## src/rtl/trqs_pkg.sv

```systemverilog
// Shared types, codes and sizes of the thread ready queue scheduler.
package trqs_pkg;

	localparam int MAX_THREADS = 16;
	localparam int ID_W        = 4;
	localparam int ADDR_W      = $clog2(MAX_THREADS);
	localparam int LEN_W       = $clog2(MAX_THREADS);

	typedef logic [ID_W-1:0]   tid_t;
	typedef logic [LEN_W-1:0]  len_t;
	typedef logic [ADDR_W-1:0] addr_t;

	typedef enum logic [1:0] {
		REQ_CREATE  = 2'd0,
		REQ_YIELD   = 2'd1,
		REQ_DESTROY = 2'd2
	} req_t;

	typedef enum logic [1:0] {
		KIND_NAMED = 2'd0,
		KIND_ANY   = 2'd1,
		KIND_SELF  = 2'd2
	} kind_t;

	typedef enum logic [1:0] {
		ST_OK      = 2'd0,
		ST_NONE    = 2'd1,
		ST_INVALID = 2'd2,
		ST_NOMORE  = 2'd3
	} status_t;

	// Decoded request, handed from the decoder to the sequencer.
	typedef struct packed {
		logic    imm;         // finished without touching the queue
		status_t imm_status;
		tid_t    imm_result;
		logic    create;      // scan for taken ids, then append
		logic    match_head;  // remove entry 0 instead of a named id
		logic    app_cur;     // running id goes to the tail
		logic    set_cur;     // removed id becomes running
		logic    res_cur;     // result is the old running id
	} op_t;

endpackage

```

## src/rtl/trqs_decode.sv

```systemverilog
// Request decoder: classifies a request against queue length and running id.
module trqs_decode (
	input  logic [1:0]          req_type,
	input  logic [1:0]          target_kind,
	input  trqs_pkg::tid_t      target_tid,
	input  trqs_pkg::len_t      len,
	input  trqs_pkg::tid_t      cur,
	output trqs_pkg::op_t       op
);

	logic known;

	assign known = (req_type inside {trqs_pkg::REQ_YIELD, trqs_pkg::REQ_DESTROY})
		&& (target_kind inside {trqs_pkg::KIND_NAMED, trqs_pkg::KIND_ANY,
		trqs_pkg::KIND_SELF});

	always_comb begin
		op            = '0;
		op.imm_status = trqs_pkg::ST_OK;
		if (req_type == trqs_pkg::REQ_CREATE) begin
			if (len >= trqs_pkg::len_t'(trqs_pkg::MAX_THREADS - 1)) begin
				op.imm        = 1'b1;
				op.imm_status = trqs_pkg::ST_NOMORE;
			end else begin
				op.create = 1'b1;
			end
		end else if (!known) begin
			op.imm        = 1'b1;
			op.imm_status = trqs_pkg::ST_INVALID;
		end else if (target_kind != trqs_pkg::KIND_NAMED && len == '0) begin
			op.imm        = 1'b1;
			op.imm_status = trqs_pkg::ST_NONE;
		end else if (req_type == trqs_pkg::REQ_YIELD) begin
			if (target_kind == trqs_pkg::KIND_SELF
				|| (target_kind == trqs_pkg::KIND_NAMED && target_tid == cur)) begin
				op.imm        = 1'b1;
				op.imm_result = cur;
			end else begin
				op.match_head = (target_kind == trqs_pkg::KIND_ANY);
				op.app_cur    = 1'b1;
				op.set_cur    = 1'b1;
			end
		end else begin
			// destroy
			op.match_head = (target_kind != trqs_pkg::KIND_NAMED);
			op.set_cur    = (target_kind == trqs_pkg::KIND_SELF);
			op.res_cur    = (target_kind == trqs_pkg::KIND_SELF);
		end
	end

endmodule

```

## src/rtl/trqs_pick.sv

```systemverilog
// Lowest free thread id from 1 upward, 0 when every id from 1 upward is taken.
module trqs_pick (
	input  logic [trqs_pkg::MAX_THREADS-1:0] taken,
	output trqs_pkg::tid_t                   pick
);

	always_comb begin
		pick = '0;
		for (int i = trqs_pkg::MAX_THREADS - 1; i >= 1; i--) begin
			if (!taken[i]) begin
				pick = trqs_pkg::tid_t'(i);
			end
		end
	end

endmodule

```

## src/rtl/thread_ready_queue_scheduler.sv

```systemverilog
// Top level: ready queue memory, scan/compact sequencer and result register.
//
//   channel   | handshake           | fields
//   ----------+---------------------+-----------------------------------------------
//   request   | start & !busy       | req_type, target_kind, target_tid
//   result    | done (one cycle)    | status, result_tid, running_tid, ready_count
//
// Requests that need no queue walk (errors, yield to self) give done the cycle
// after start and leave busy low. Create, and yield or destroy that target a
// queued entry, walk the queue once through the registered-read memory,
// compacting behind a removed entry; busy stays high until done. arst_n clears
// length and running id to 0; the queue memory is not cleared. The receiver
// cannot stall results.
module thread_ready_queue_scheduler (
	input  logic                 clk,
	input  logic                 arst_n,
	input  logic                 start,
	output logic                 busy,
	input  logic [1:0]           req_type,
	input  logic [1:0]           target_kind,
	input  logic [3:0]           target_tid,
	output logic                 done,
	output logic [1:0]           status,
	output logic [3:0]           result_tid,
	output logic [3:0]           running_tid,
	output logic [3:0]           ready_count
);

	typedef enum logic [2:0] {
		S_IDLE = 3'b001,
		S_SCAN = 3'b010,
		S_FIN  = 3'b100
	} state_t;

	state_t                          state_q;
	trqs_pkg::len_t                  len_q;
	trqs_pkg::tid_t                  cur_q;
	trqs_pkg::op_t                   op_q;
	trqs_pkg::tid_t                  tid_q;
	trqs_pkg::addr_t                 rd_idx_q;
	logic                            rd_v_s1;
	trqs_pkg::addr_t                 rd_idx_s1;
	trqs_pkg::tid_t                  rd_data_s1;
	logic                            found_q;
	trqs_pkg::tid_t                  found_id_q;
	logic [trqs_pkg::MAX_THREADS-1:0] taken_q;

	logic                            done_q;
	trqs_pkg::status_t               status_q;
	trqs_pkg::tid_t                  result_q;
	trqs_pkg::tid_t                  running_q;
	trqs_pkg::len_t                  count_q;

	trqs_pkg::tid_t                  mem [trqs_pkg::MAX_THREADS];
	logic                            mem_we;
	trqs_pkg::addr_t                 mem_waddr;
	trqs_pkg::tid_t                  mem_wdata;

	trqs_pkg::op_t                   op_dec;
	trqs_pkg::tid_t                  pick;
	logic                            accept;
	logic                            scan_issue;
	logic                            hit;

	trqs_decode u_decode (
		.req_type    (req_type),
		.target_kind (target_kind),
		.target_tid  (target_tid),
		.len         (len_q),
		.cur         (cur_q),
		.op          (op_dec)
	);

	trqs_pick u_pick (
		.taken (taken_q | (trqs_pkg::MAX_THREADS'(1) << cur_q)),
		.pick  (pick)
	);

	assign busy        = (state_q != S_IDLE);
	assign accept      = start && !busy;
	assign scan_issue  = (state_q == S_SCAN) && (trqs_pkg::len_t'(rd_idx_q) != len_q);
	assign hit         = op_q.match_head ? (rd_idx_s1 == '0) : (rd_data_s1 == tid_q);

	assign done        = done_q;
	assign status      = status_q;
	assign result_tid  = result_q;
	assign running_tid = running_q;
	assign ready_count = count_q;

	// single write port: compaction during the walk, tail append at the end
	always_comb begin
		mem_we    = 1'b0;
		mem_waddr = rd_idx_s1 - 1'b1;
		mem_wdata = rd_data_s1;
		if (state_q == S_SCAN) begin
			mem_we = rd_v_s1 && found_q && !op_q.create;
		end else if (state_q == S_FIN) begin
			if (op_q.create) begin
				mem_we    = 1'b1;
				mem_waddr = trqs_pkg::addr_t'(len_q);
				mem_wdata = pick;
			end else if (found_q && op_q.app_cur) begin
				mem_we    = 1'b1;
				mem_waddr = trqs_pkg::addr_t'(len_q - 1'b1);
				mem_wdata = cur_q;
			end
		end
	end

	always_ff @(posedge clk) begin
		if (mem_we) begin
			mem[mem_waddr] <= mem_wdata;
		end
		rd_data_s1 <= mem[rd_idx_q];
	end

	always_ff @(posedge clk or negedge arst_n) begin
		if (!arst_n) begin
			state_q    <= S_IDLE;
			len_q      <= '0;
			cur_q      <= '0;
			op_q       <= '0;
			tid_q      <= '0;
			rd_idx_q   <= '0;
			rd_v_s1    <= 1'b0;
			rd_idx_s1  <= '0;
			found_q    <= 1'b0;
			found_id_q <= '0;
			taken_q    <= '0;
			done_q     <= 1'b0;
			status_q   <= trqs_pkg::ST_OK;
			result_q   <= '0;
			running_q  <= '0;
			count_q    <= '0;
		end else begin
			done_q <= 1'b0;
			case (state_q)
				S_IDLE: begin
					rd_v_s1 <= 1'b0;
					if (accept) begin
						op_q     <= op_dec;
						tid_q    <= target_tid;
						rd_idx_q <= '0;
						found_q  <= 1'b0;
						taken_q  <= '0;
						if (op_dec.imm) begin
							done_q    <= 1'b1;
							status_q  <= op_dec.imm_status;
							result_q  <= op_dec.imm_result;
							running_q <= cur_q;
							count_q   <= len_q;
						end else begin
							state_q <= S_SCAN;
						end
					end
				end
				S_SCAN: begin
					rd_v_s1   <= scan_issue;
					rd_idx_s1 <= rd_idx_q;
					if (scan_issue) begin
						rd_idx_q <= rd_idx_q + 1'b1;
					end
					if (rd_v_s1) begin
						taken_q <= taken_q | (trqs_pkg::MAX_THREADS'(1) << rd_data_s1);
						if (hit && !found_q) begin
							found_q    <= 1'b1;
							found_id_q <= rd_data_s1;
						end
					end
					if (!scan_issue && !rd_v_s1) begin
						state_q <= S_FIN;
					end
				end
				S_FIN: begin
					state_q <= S_IDLE;
					done_q  <= 1'b1;
					if (op_q.create) begin
						status_q  <= trqs_pkg::ST_OK;
						result_q  <= pick;
						running_q <= cur_q;
						count_q   <= len_q + 1'b1;
						len_q     <= len_q + 1'b1;
					end else if (!found_q) begin
						status_q  <= trqs_pkg::ST_INVALID;
						result_q  <= '0;
						running_q <= cur_q;
						count_q   <= len_q;
					end else begin
						status_q <= trqs_pkg::ST_OK;
						result_q <= op_q.res_cur ? cur_q : found_id_q;
						if (op_q.set_cur) begin
							cur_q     <= found_id_q;
							running_q <= found_id_q;
						end else begin
							running_q <= cur_q;
						end
						// yield keeps the length: the old running id takes the freed slot
						if (op_q.app_cur) begin
							count_q <= len_q;
						end else begin
							len_q   <= len_q - 1'b1;
							count_q <= len_q - 1'b1;
						end
					end
				end
				default: begin
					state_q <= S_IDLE;
				end
			endcase
		end
	end

	// no read in flight outside the walk
	assert property (@(posedge clk) disable iff (!arst_n)
		(state_q != S_SCAN) |-> !scan_issue)
		else $error("queue read issued outside the walk");

	// compaction writes only follow the removed entry
	assert property (@(posedge clk) disable iff (!arst_n)
		(mem_we && state_q == S_SCAN) |-> (found_q && !op_q.create))
		else $error("queue write before a match");

	// queue length moves only when a walk completes
	assert property (@(posedge clk) disable iff (!arst_n)
		(len_q != $past(len_q)) |-> ($past(state_q) == S_FIN))
		else $error("queue length changed outside completion");

	// a walk always ends in a result strobe
	assert property (@(posedge clk) disable iff (!arst_n)
		(state_q == S_FIN) |=> (done_q && state_q == S_IDLE))
		else $error("walk finished without a result");

	// a request that needs the queue raises busy
	assert property (@(posedge clk) disable iff (!arst_n)
		(accept && !op_dec.imm) |=> busy)
		else $error("queue request accepted without busy");

endmodule

```

## config.mk

```make
export PLATFORM = sky130hd
export DESIGN_NAME = thread_ready_queue_scheduler
export DESIGN_NICKNAME = d
export VERILOG_FILES = /design/src/rtl/trqs_pkg.sv /design/src/rtl/trqs_decode.sv /design/src/rtl/trqs_pick.sv /design/src/rtl/thread_ready_queue_scheduler.sv
export SDC_FILE = /design/constraint.sdc
export NUM_CORES = 1
export LEC_CHECK = 0
export BUFFER_PORTS_ARGS = -buffer_cell sky130_fd_sc_hd__buf_2
export CAP_MARGIN = 10
export CORE_MARGIN = 4
export CORE_UTILIZATION = 35
export DETAILED_ROUTE_END_ITERATION = 8
export GPL_TIMING_DRIVEN = 1
export MAX_ROUTING_LAYER = met4
export SETUP_SLACK_MARGIN = 0.02
export SKIP_LAST_GASP = 1
export SLEW_MARGIN = 15
export SYNTH_ARGS = -nofsm -noshare
export SYNTH_HDL_FRONTEND = slang
export SYNTH_HIERARCHICAL = 1
export SYNTH_SLANG_ARGS = --single-unit
```

## constraint.sdc

```tcl
create_clock -name clk -period 2.6 [get_ports clk]
set_input_delay 0.78 -clock clk [delete_from_list [all_inputs] [get_ports clk]]
set_output_delay 0.78 -clock clk [all_outputs]
set_load 0.02 [all_outputs]
```

==> results of run 1 <==
==> final cells by class <==
type,instances,area share [%]
Clock inverter,15,2.646
Timing Repair Buffer,79,7.389
Sequential cell,132,45.10
Multi-Input combinational cell,406,34.92
Inverter,22,1.033
Tap cell,229,3.585
Clock buffer,17,5.322
==> per-stage QoR <==
step / cells / hold WS [ps] / setup slack, ps
after floorplan: 595 / 437.6 / 110.7
after global placement: 868 / 452.3 / 76.01
after detailed placement: 868 / 454.1 / 42.63
after CTS: 900 / 361.4 / 78.84
after global routing: 900 / 384.0 / -9.957
final: 900 / 365.7 / 138.7
==> power by group through the flow <==
stage | logic (uW) | clock network (uW) | registers (uW)
3_3_place_gp | 382 | 0 | 2290
6_report | 396 | 2580 | 2250
5_1_grt | 438 | 2730 | 2260
2_1_floorplan | 229 | 0 | 2300
3_5_place_dp | 392 | 0 | 2290
4_1_cts | 393 | 2630 | 2250
==> registers in the layout (all words and copies together), names as in the netlist, 4 cells and up <==
| signal | cells |
|---|---|
| result_tid | 4 |
| rd_idx_s1 | 4 |
| tid_q | 4 |
| len_q | 4 |
| op_q | 5 |
| ready_count | 4 |
| cur_q | 4 |
| mem | 64 |
| rd_data_s1 | 4 |
| taken_q | 15 |
| rd_idx_q | 4 |
| running_tid | 4 |
| found_id_q | 4 |
==> worst max-delay path by stage <==
stage | end | startpoint | cells past startpoint
floorplan | result_tid[3] | req_type[0] | 8
global placement | running_tid[2] | target_tid[1] | 9
detailed placement | ready_count[2] | target_tid[1] | 9
CTS | busy | state_q[0] | 3
global route | mem[0][0] | len_q[0] | 5
finish | mem[14][1] | state_q[1] | 7
==> worst max-delay path, cell delays in order (launching register included) <==
cell	delay [ps]
dfrtp_1	370
buf_4	170
nor3b_2	440
nand2b_1	140
buf_4	180
a32oi_1	600
nor3_1	150
buf_4	200
==> metal layers <==
layer / GRT usage [%] / up-vias
met3: 4.116 / 29
met1: 20.05 / 2436
li1: - / 2325
met5: - / -
met4: 6.695 / 0
met2: 25.77 / 154
==> impl_metrics.env, run 1 <==
export IMPL_num_vias=4944
export IMPL_synth_avg_cell_area_um2=11.06
export IMPL_end_kind="flip-flop"
export IMPL_period_minus_slack_ps=2461
export IMPL_post_route_drc_count=0
export IMPL_r2r_start="state_q[1]"
export IMPL_final_common_cell="nand2_1"
export IMPL_internal_power_uw=3925
export IMPL_die_h_um=145.1
export IMPL_antenna_cells=0
export IMPL_leakage_uw=0.003287
export IMPL_synth_nets=613
export IMPL_cts_sinks=132
export IMPL_die_area_mm2=0.02105
export IMPL_ff2ff_path_depth=7
export IMPL_avgRoutedWirePerCell_um=18.01
export IMPL_mostFrequentLayoutCells="nand2_1 (75), edfxtp_1 (64), dfrtp_1 (63)"
export IMPL_clk_path_buf_depth=2
export IMPL_initial_core_util_pct=36.13
export IMPL_power_density_mw_per_mm2=654.5
export IMPL_p_comb_share_pct=7.6
export IMPL_post_cts_resized=0
export IMPL_die_w_um=145.1
export IMPL_multi_input_area_mm2=0.002791
export IMPL_first_iter_violations=370
export IMPL_rsz0062_at_grt="true"
export IMPL_setup_violations=0
export IMPL_final_area_mm2=0.007993
export IMPL_ctsHoldBuffers=0
export IMPL_antenna_found_initial=0
export IMPL_required_ps=2790
export IMPL_ant_nets=0
export IMPL_gr_total_overflow=0
export IMPL_io_buffers=26
export IMPL_finalWirelength_um=16210
export IMPL_postSynthCellCount=595
export IMPL_wl_met2_um=7945
export IMPL_setup_tns_final_ps=0
export IMPL_clkSlewWorstSetupHoldPaths_ps=60
export IMPL_p_switching_uw=1306
export IMPL_cts_tree="built"
export IMPL_core_area_mm2=0.01821
export IMPL_critPathKind="flip-flop to flip-flop"
export IMPL_cp_max_fo=8
export IMPL_finClkSkew_ps=18.02
export IMPL_hold_viol=0
export IMPL_ir_drop_mv=0.4074
export IMPL_cts_root_buffer="clkbuf_16"
export IMPL_seq_area_mm2=0.003605
export IMPL_vias_per_cell=5.493
export IMPL_first_pass_iters=5
export IMPL_maxUsedRoutingLayer="met4"
export IMPL_nFillCells=1703
export IMPL_io_pins=27
export IMPL_max_slew_margin_rel_pct=48.07
export IMPL_drv_cap=0
export IMPL_grt_max_degree=65
export IMPL_status="completed"
export IMPL_grt_pass1_wl_um=26310
export IMPL_grt_usage_pct=16.29
export IMPL_r2r_end="mem[14][1]"
export IMPL_start_kind="flip-flop"
export IMPL_pwr_share_clk_pct=49.4
export IMPL_post_dp_hpwl_um=11260
export IMPL_drv_slew=0
export IMPL_nets=676
export IMPL_drive_above_1_share_pct=23.70
export IMPL_cts_buffers=17
export IMPL_gp_congestion=0.8834
export IMPL_p_sw_share_pct=24.96
export IMPL_period_share_pct=94.66
export IMPL_synth_area_mm2=0.006579
export IMPL_tightestPinTransition_ps=779.0
export IMPL_arrival_ps=2650
export IMPL_final_util_pct=43.89
export IMPL_timing_fmax_mhz=406.3
export IMPL_r2r_slack_ps=140
export IMPL_synth_warnings=6
export IMPL_seqPwrFrac_pct=43.1
export IMPL_total_power_uw=5231
export IMPL_place_area_mm2=0.007333
export IMPL_rows=49
export IMPL_wirelength_met1_um=7102
export IMPL_met3_length_um=886
export IMPL_clk_insertion_delay_late_ps=430
export IMPL_grt_pass1_vias=4934
export IMPL_hold_class="input port to async pin"
export IMPL_syn_to_final_growth_pct=21.49
export IMPL_htreeDepth=4
export IMPL_post_cts_buffers=0
No activity file was read; power rests on OpenSTA's default activity.
==> inputs of run 2 (changes only) <==
--- a/config.mk
+++ b/config.mk
@@ -9,9 +9,11 @@
 export CAP_MARGIN = 10
 export CORE_MARGIN = 4
 export CORE_UTILIZATION = 35
+export CTS_CLUSTER_DIAMETER = 120
 export DETAILED_ROUTE_END_ITERATION = 8
 export GPL_TIMING_DRIVEN = 1
 export MAX_ROUTING_LAYER = met4
+export RECOVER_POWER = 50
 export SETUP_SLACK_MARGIN = 0.02
 export SKIP_LAST_GASP = 1
 export SLEW_MARGIN = 15
==> constraint.sdc (replaced) <==
create_clock -name clk -period 2.6 [get_ports clk]
set_input_delay 0.26 -clock clk [delete_from_list [all_inputs] [get_ports clk]]
set_output_delay 0.26 -clock clk [all_outputs]
set_load 0.02 [all_outputs]
==> run 2 against run 1 <==
Compared with the run above:
- the run now ends with max-capacitance violations, max-slew violations left
- die area is the same
- routed wire length is essentially flat
- global-route usage is essentially flat
- clock power shrank 3%
- clock skew shrank 8.7 ps
- total power shrank 1.7%
- worst setup slack gained 33 ps
- critical path depth grew 3
- sequential share of layout area grew 0.64 points
- largest cell class unchanged
- highest routed layer unchanged
==> impl_metrics.env, run 2 (synthesis results as in run 1) <==
export IMPL_gr_total_overflow=0
export IMPL_cts_root_buffer="clkbuf_16"
export IMPL_cp_slowest_stage_delay_ps=470
export IMPL_clk_path_buf_depth=2
export IMPL_num_vias=4983
export IMPL_setup_violations=0
export IMPL_required_ps=2760
export IMPL_end_kind="flip-flop"
export IMPL_arrival_ps=2590
export IMPL_final_common_cell="nand2_1"
export IMPL_hold_class="input port to flip-flop"
export IMPL_violations="max-capacitance violations, max-slew violations"
export IMPL_timing_fmax_mhz=411.8
export IMPL_tightestPinTransition_ps=1824
export IMPL_crit_slowest_cell="dfrtp_1"
export IMPL_cp_max_fo=16
export IMPL_p_switching_uw=1248
export IMPL_period_share_pct=93.40
export IMPL_largest_register_ffs=64
export IMPL_first_pass_iters=5
export IMPL_drive_above_1_share_pct=19.20
export IMPL_internal_power_uw=3896
export IMPL_cts_buffers=17
export IMPL_total_power_uw=5144
export IMPL_place_area_mm2=0.007296
export IMPL_antenna_found_initial=0
export IMPL_path_delay_family="compound AO/OA/AOI/OAI gates"
export IMPL_post_route_drc_count=0
export IMPL_core_area_mm2=0.01821
export IMPL_p_sw_share_pct=24.26
export IMPL_grt_pass1_vias=4883
export IMPL_cp_cell_sequence="nor2b_1 -> a31o_2 -> nand2_1 -> a21oi_1 -> o2111ai_1 -> a41o_1 -> nand2_1 -> a21boi_0 -> o21ai_1 -> buf_4"
export IMPL_drv_cap=1
export IMPL_setup_tns_final_ps=0
export IMPL_grt_usage_pct=16.24
export IMPL_leakage_uw=0.003183
export IMPL_first_iter_violations=311
export IMPL_die_w_um=145.1
export IMPL_syn_to_final_growth_pct=19.84
export IMPL_cts_sinks=132
export IMPL_power_density_mw_per_mm2=652.4
export IMPL_die_area_mm2=0.02105
export IMPL_rows=49
export IMPL_nets=677
export IMPL_initial_core_util_pct=36.13
export IMPL_period_minus_slack_ps=2429
export IMPL_pwr_share_clk_pct=48.5
export IMPL_top_register="mem"
export IMPL_clk_insertion_delay_late_ps=420
export IMPL_htreeDepth=4
export IMPL_ir_drop_mv=0.3843
export IMPL_reg_top3="mem: 64 flops, taken_q: 15 flops, op_q: 5 flops"
export IMPL_antenna_cells=0
export IMPL_grt_max_degree=34
export IMPL_finalWirelength_um=16210
export IMPL_post_dp_hpwl_um=11510
export IMPL_worst_path_buf_inv=1
export IMPL_final_area_mm2=0.007884
export IMPL_vias_per_cell=5.531
export IMPL_grt_pass1_wl_um=26280
export IMPL_clkSlewWorstSetupHoldPaths_ps=60
export IMPL_finClkSkew_ps=9.353
export IMPL_max_slew_margin_rel_pct=-21.61
export IMPL_io_buffers=26
export IMPL_io_pins=27
export IMPL_die_h_um=145.1
export IMPL_ant_nets=0
export IMPL_p_comb_share_pct=7.6
export IMPL_gp_congestion=0.9286
export IMPL_cts_tree="built"
export IMPL_mostFrequentLayoutCells="nand2_1 (75), edfxtp_1 (64), dfrtp_1 (62)"
export IMPL_critPathKind="flip-flop to flip-flop"
export IMPL_nFillCells=1664
export IMPL_avgRoutedWirePerCell_um=17.99
export IMPL_drv_slew=32
export IMPL_seqPwrFrac_pct=43.8
export IMPL_rsz0062_at_grt="false"
export IMPL_path_common_cell="nand2_1"
export IMPL_start_kind="flip-flop"
export IMPL_hold_viol=0
export IMPL_status="finished, violations left"
## run 2: cell count changes in the layout (fill, tap and decap cells not counted), sizes merged
cell | previous run | this run
clkbuf | 17 | 40
buf | 79 | 57
inv | 31 | 29
clkinv | 3 | 4
dlygate4sd3 | 0 | 1
## run 2: worst register-to-register path: stages (launching register included)
cell       delay, ps
dfrtp_1          470
nor2b_1          350
a31o_2           230
nand2_1           50
a21oi_1          120
o2111ai_1        140
a41o_1           250
nand2_1           80
a21boi_0         200
o21ai_1           80
buf_4            190
## run 2: per-stage QoR
| stage | cells | hold WS (ps) | utilization [%] | worst slack, ps |
|---|---|---|---|---|
| after global placement | 868 | 339.0 | 40.07 | 187.7 |
| final | 901 | 68.75 | 43.30 | 171.5 |
| after CTS | 901 | 50.28 | 43.52 | 114.1 |
| after detailed placement | 868 | 358.9 | 40.07 | 120.4 |
| after global routing | 901 | 73.02 | 43.30 | 33.15 |
| after floorplan | 595 | -35.59 | - | 173.4 |
## run 2: per-layer routing
| metal | global-route usage (%) | wire [um] |
|---|---|---|
| met4 | 5.983 | 409 |
| met3 | 4.584 | 958 |
| met2 | 25.73 | 7855 |
| met1 | 19.98 | 6990 |
| met5 | - | 0 |
## run 2: area by class of cell
class                           count  area [um^2]  area share, %
Clock buffer                       18        429.2          5.444
Timing Repair Buffer               80        525.5          6.666
Clock inverter                     14        188.9          2.396
Multi-Input combinational cell    406         2765          35.07
Tap cell                          229        286.5          3.634
Sequential cell                   132         3606          45.74
Inverter                           22        82.58          1.047
## run 2: path summary, 6_finish.rpt
path                                     start        endpoint  slack (ps)  depth (start not counted)
worst max-delay path                  cur_q[0]       mem[0][0]         170                         10
worst min-delay path             target_tid[3]        tid_q[3]          70                          3
worst max register to register        cur_q[0]       mem[0][0]         170                         10
worst min register to register  ready_count[3]  ready_count[3]         480                          2
max in group asynchronous               arst_n        cur_q[3]         540                          2
min in group asynchronous               arst_n        tid_q[0]         870                          2
## run 2: timing repair
| item | CTS | global route |
|---|---|---|
| buffers inserted | 0 | 0 |
| gates resized for setup | 0 | 3 |
| setup endpoints to repair | 0 | 28 |
| hold buffers | 1 | 0 |
| endpoints found under the hold margin | 31 | 0 |
## run 2: power groups by stage
| stage | registers, uW | clock network (uW) | logic, uW |
|---|---|---|---|
| after floorplan | 2300 | 0 | 229 |
| after global placement | 2290 | 0 | 385 |
| after detailed placement | 2290 | 0 | 397 |
| after CTS | 2250 | 2540 | 402 |
| after global routing | 2260 | 2650 | 433 |
| final | 2250 | 2500 | 393 |
